<file path="config.mk">
export PLATFORM = sky130hd
export DESIGN_NAME = apjf_ctrl
export DESIGN_NICKNAME = d
export VERILOG_FILES = /design/src/sv/apjf_pkg.sv /design/src/sv/apjf_ctrl.sv
export SDC_FILE = /design/constraint.sdc
export NUM_CORES = 1
export LEC_CHECK = 0
export ABC_AREA = 1
export BUFFER_PORTS_ARGS = -buffer_cell sky130_fd_sc_hd__buf_2
export CORE_AREA = 4 4 41 43
export CTS_CLUSTER_SIZE = 25
export DETAILED_ROUTE_END_ITERATION = 7
export DIE_AREA = 0 0 45 47
export GPL_ROUTABILITY_DRIVEN = 0
export GPL_TIMING_DRIVEN = 1
export PLACE_DENSITY = 0.39
export SLEW_MARGIN = 30
export SYNTH_ARGS = -nofsm -noshare
export SYNTH_HDL_FRONTEND = slang
export SYNTH_SLANG_ARGS = --single-unit
</file>
<file path="constraint.sdc">
create_clock -name clk -period 2.6 [get_ports clk]
set_clock_uncertainty 0.2 [all_clocks]
set_input_delay 0.52 -clock clk [delete_from_list [all_inputs] [get_ports clk]]
set_output_delay 0.52 -clock clk [all_outputs]
set_load 0.03 [all_outputs]
</file>
<file path="src/sv/apjf_pkg.sv">
// Shared types, constants and helpers for the audio prefill jitter FIFO.
// Used by the controller, the datapath, the top level and the port checker.
package apjf_pkg;

  localparam int DEPTH_FRAMES = 4096;
  localparam int MAX_BURST    = 64;
  localparam int ADDR_W       = $clog2(DEPTH_FRAMES);
  localparam int LEVEL_W      = $clog2(DEPTH_FRAMES + 1);
  localparam int CNT_W        = 7;
  localparam int SAMPLE_W     = 16;
  localparam int CFG_W        = 13;
  localparam int CFG_IDX_W    = 1;
  localparam int STATUS_W     = 3;

  localparam logic [CFG_W-1:0] START_LEVEL_RST = CFG_W'(1024);
  localparam logic [CFG_W-1:0] HIGH_LEVEL_RST  = CFG_W'(3584);

  typedef enum logic [CFG_IDX_W-1:0] {
    REG_START_LEVEL = 1'b0,
    REG_HIGH_LEVEL  = 1'b1
  } cfg_reg_t;

  typedef enum logic [STATUS_W-1:0] {
    ST_STORED   = 3'd0,
    ST_REFUSED  = 3'd1,
    ST_PLAYED   = 3'd2,
    ST_UNDERRUN = 3'd3,
    ST_PREFILL  = 3'd4
  } status_t;

  typedef enum logic [1:0] {
    S_IDLE,
    S_SILENCE,
    S_PLAY_RD,
    S_PLAY_LD
  } state_t;

  typedef struct packed {
    logic start_write;
    logic start_read;
    logic emit_silence;
    logic mem_read;
    logic load_played;
  } ctrl_cmd_t;

  typedef struct packed {
    logic out_free;
    logic play_ok;
    logic burst_last;
    logic rd_last;
  } dp_stat_t;

  function automatic logic [SAMPLE_W-1:0] byte_swap(input logic [SAMPLE_W-1:0] w);
    byte_swap = {w[7:0], w[15:8]};
  endfunction

endpackage

</file>
<file path="src/sv/apjf_ctrl.sv">
// Controller state machine of the audio prefill jitter FIFO.
// Depends on apjf_pkg; drives commands to apjf_dp and reads its status.
module apjf_ctrl
  import apjf_pkg::*;
(
  input  logic       clk,
  input  logic       rst,
  input  logic       in_valid,
  input  logic       func,
  input  dp_stat_t   stat,
  output logic       in_ready,
  output ctrl_cmd_t  cmd
);

  state_t state;
  state_t state_next;

  always_ff @(posedge clk) begin
    if (rst) begin
      state <= S_IDLE;
    end else begin
      state <= state_next;
    end
  end

  always_comb begin
    state_next = state;
    cmd        = '0;
    in_ready   = 1'b0;
    unique case (state)
      S_IDLE: begin
        in_ready = stat.out_free;
        if (in_valid && stat.out_free) begin
          if (!func) begin
            cmd.start_write = 1'b1;
          end else begin
            cmd.start_read = 1'b1;
            state_next     = stat.play_ok ? S_PLAY_RD : S_SILENCE;
          end
        end
      end
      S_SILENCE: begin
        if (stat.out_free) begin
          cmd.emit_silence = 1'b1;
          if (stat.burst_last) begin
            state_next = S_IDLE;
          end
        end
      end
      S_PLAY_RD: begin
        if (stat.out_free) begin
          cmd.mem_read = 1'b1;
          state_next   = S_PLAY_LD;
        end
      end
      S_PLAY_LD: begin
        cmd.load_played = 1'b1;
        state_next      = stat.rd_last ? S_IDLE : S_PLAY_RD;
      end
      default: begin
        state_next = S_IDLE;
      end
    endcase
  end

endmodule

</file>
**After elaboration in Yosys (flattened, before gate mapping)**

Index checks and enable logic that the tools add are counted.

- Register bits after elaboration: 2
- Input port bits: 8
- Output and inout bits: 6
- Logic and storage cells: 29

- Equal/unequal tests: 8
- Muxes and demuxes: 17
- Reductions and logical operators: 3

Operator list:

| cell | count |
|---|---|
| $mux 2 | 9 |
| $ne 2x2->1 const B | 5 |
| $pmux 2 s4 | 1 |
| $mux 1 | 7 |
| $reduce_and 5->1 | 1 |
| $eq 2x2->1 const B | 2 |
| $eq 2x1->1 const B | 1 |
| $logic_not 2->1 | 1 |
| $logic_and 1x1->1 | 1 |

**Depth between registers and ports, before layout**

- Depth after elaboration: 4
- Depth in mapped cells: 8
- Depth with buffers taken out: 8

**Worst setup path before layout**

Ideal clock, no wire load.

- Kind: input -> output
- From: input port stat[3] (netlist name)
- To: output port cmd[3] (netlist name)
- Data arrival time: 1.379 ns
- Required time: 1.880 ns
- Slack: 0.501 ns
- Stages: 4
- Path buffers: 0
- Path through: inv_1 -> nor2_1 -> nand3_1 -> inv_1

RTL lines:

| item | line | text |
|---|---|---|
| from (decl) | apjf_ctrl.sv:10 | `input dp_stat_t stat,` |
| to (decl) | apjf_ctrl.sv:12 | `output ctrl_cmd_t cmd` |

==> flow_summary.json <==
{
  "yosys.area.top_type": "dfxtp_1",
  "vias_per_cell": 3.67,
  "cts.clk_slew.worst_paths_ns": 0.03,
  "final_nets": 62,
  "ios": 14,
  "ys_types": 11,
  "synth_most_common_cell": "nand2_1",
  "vias": 246,
  "ctsLongestPathBuffers": 2,
  "reg_top3": "state x2",
  "cts_hold_buf": 0,
  "rows": 13,
  "largest_reg_flops": 2,
  "synth_area_leaders": "dfxtp_1 21%, nand2_1 20%, inv_1 16%, nor2_1 16%, nand3_2 5.3%",
  "core-area_mm2": 0.00130,
  "relSlewSlack_pct": 87.4,
  "async_flop_share_pct": 0,
  "synthFlopType": "dfxtp_1",
  "arrival_ns": 1.22,
  "status": "finished, final reports clean",
  "min_period_ns": 1.94,
  "grt_max_degree": 7,
  "syn_area_um2": 189,
  "io_buffers": 13,
  "crit_fanout": 6,
  "maxCapViolCount": 0,
  "timing.reg2reg.setup_slack_ns": 1.34,
  "hold_viol": 0,
  "grt_pass1_wl_um": 779,
  "synthesis.instances": 36,
  "seq_area_frac_synth_pct": 21.2,
  "start_util_pct": 14.5,
  "antenna_found_initial": 0,
  "grt_usage_pct": 5.52,
  "ys_ff_latch": 2,
  "postCtsSetupBuffers": 0,
  "gr-total-overflow": 0,
  "endpoint_kind": "output port",
  "syn_to_final_growth_pct": 56.3,
  "postLayoutCellArea_um2": 295,
  "grt_pass1_vias": 211,
  "slew_violations": 0,
  "netlist_top_cells_count": "10 x nand2_1, 8 x inv_1, 8 x nor2_1",
  "path_class": "reg -> out",
  "power_leakage_nw": 0.193,
  "htreeDepth": 1,
  "regMostFlops": "state",
  "syn_nets": 44,
  "clk_latency_ns": 0.22,
  "max_freq_mhz": 517,
  "tightest_slew_ns": 0.189,
  "peakVddDrop_mv": 0.323,
  "syn_area_per_cell_um2": 5.25,
  "synth_top_area_share_pct": 21.2,
  "synth_edf_count": 0,
  "dpl_cell_area_um2": 273,
  "drtIter0Drc": 5,
  "wirelength_um": 502,
  "die_w_um": 45,
  "finalSetupTns_ns": 0,
  "drive_gt1_share_pct": 34.6,
  "cts_tree": "yes",
  "fin_crit_sh_pct": 74.5,
  "wire_per_inst_um": 7.49,
  "cts.sinks": 2,
  "hold_path_class": "in -> reg",
  "p_per_area_mw_per_mm2": 1040,
  "dp_hpwl_um": 415,
  "antenna_cells": 0,
  "drc": 0,
  "antenna_left": 0,
  "setup_viol": 0,
  "grt_setup_unrepaired": "no",
  "dr.pass1.iters": 4,
  "die_h_um": 47,
  "cts_resized": 0,
  "cp-start-kind": "register",
  "cts_root_buffer": "clkbuf_4",
  "cts_buffers": 3,
  "die_area_mm2": 0.00212,
  "crit_required_ns": 1.88,
  "ys_warn_count": 0
}
==> power by group <==
part	switching [mW]	leakage, nW	internal [mW]	total, mW
Clock	0.0171	0.0138	0.0509	0.0680
Combinational	0.119	0.163	0.0587	0.178
Sequential	0.0168	0.0166	0.0441	0.0609
==> cell usage in the layout, fill, tap and decap left out <==
| cell type | n |
|---|---|
| nand3_1 | 1 |
| nor2_1 | 8 |
| nor3_1 | 1 |
| clkbuf_4 | 3 |
| o21ai_0 | 2 |
| inv_1 | 8 |
| nand3b_1 | 1 |
| buf_2 | 13 |
| a21oi_1 | 1 |
| nand3_2 | 1 |
| nand2_1 | 10 |
| o21ai_2 | 1 |
| dfxtp_1 | 2 |
==> routing by layer <==
layer | GRT usage [%] | vias to the layer above | wire length, um
li1 | - | 141 | -
met1 | 5.88 | 94 | 240
met2 | 7.06 | 11 | 186
met3 | 3.83 | 0 | 75
met4 | 5.26 | 0 | 0
met5 | 0 | - | 0
==> cell families (layout without fill, tap and decap cells) <==
kind of cell | after synthesis | count (layout) | synth area share [%]
buf+inv | 8 | 24 | 15.9
compound gates | 4 | 4 | 12.6
flops | 2 | 2 | 21.2
simple gates | 22 | 22 | 50.3
==> final timing paths <==
check,to,startpoint,cells past startpoint
min reg2reg,state[0],state[0],4
max,cmd[3],state[0],6
max reg2reg,state[0],state[0],7
min,state[0],rst,4
==> per-stage QoR <==
step / hold slack, ns / instances / utilization (%) / power, mW / setup WS, ns
after floorplan: 0.372 / 36 / - / 0.198 / 0.501
after global placement: 0.421 / 64 / 21.0 / 0.242 / 0.767
after detailed placement: 0.427 / 64 / 21.0 / 0.242 / 0.769
after CTS: 0.335 / 67 / 22.7 / 0.315 / 0.641
after global routing: 0.375 / 67 / 22.7 / 0.339 / 0.505
final: 0.342 / 67 / 22.7 / 0.306 / 0.664
==> cell type report <==
class | count | area (um2)
inverter | 8 | 30.0
fill | 158 | 1010
timing repair buffer | 13 | 65.1
multi-input combinational | 26 | 119
clock buffer | 3 | 22.5
tap | 15 | 18.8
sequential | 2 | 40.0
==> worst max-delay path: stages, from the launching register on <==
cell and delay, ns:
dfxtp_1 0.34, nor2_1 0.16, inv_1 0.07, nor2_1 0.11, nand3_1 0.08, inv_1 0.05
buf_2 0.18
(Power assumes the default switching activity.)
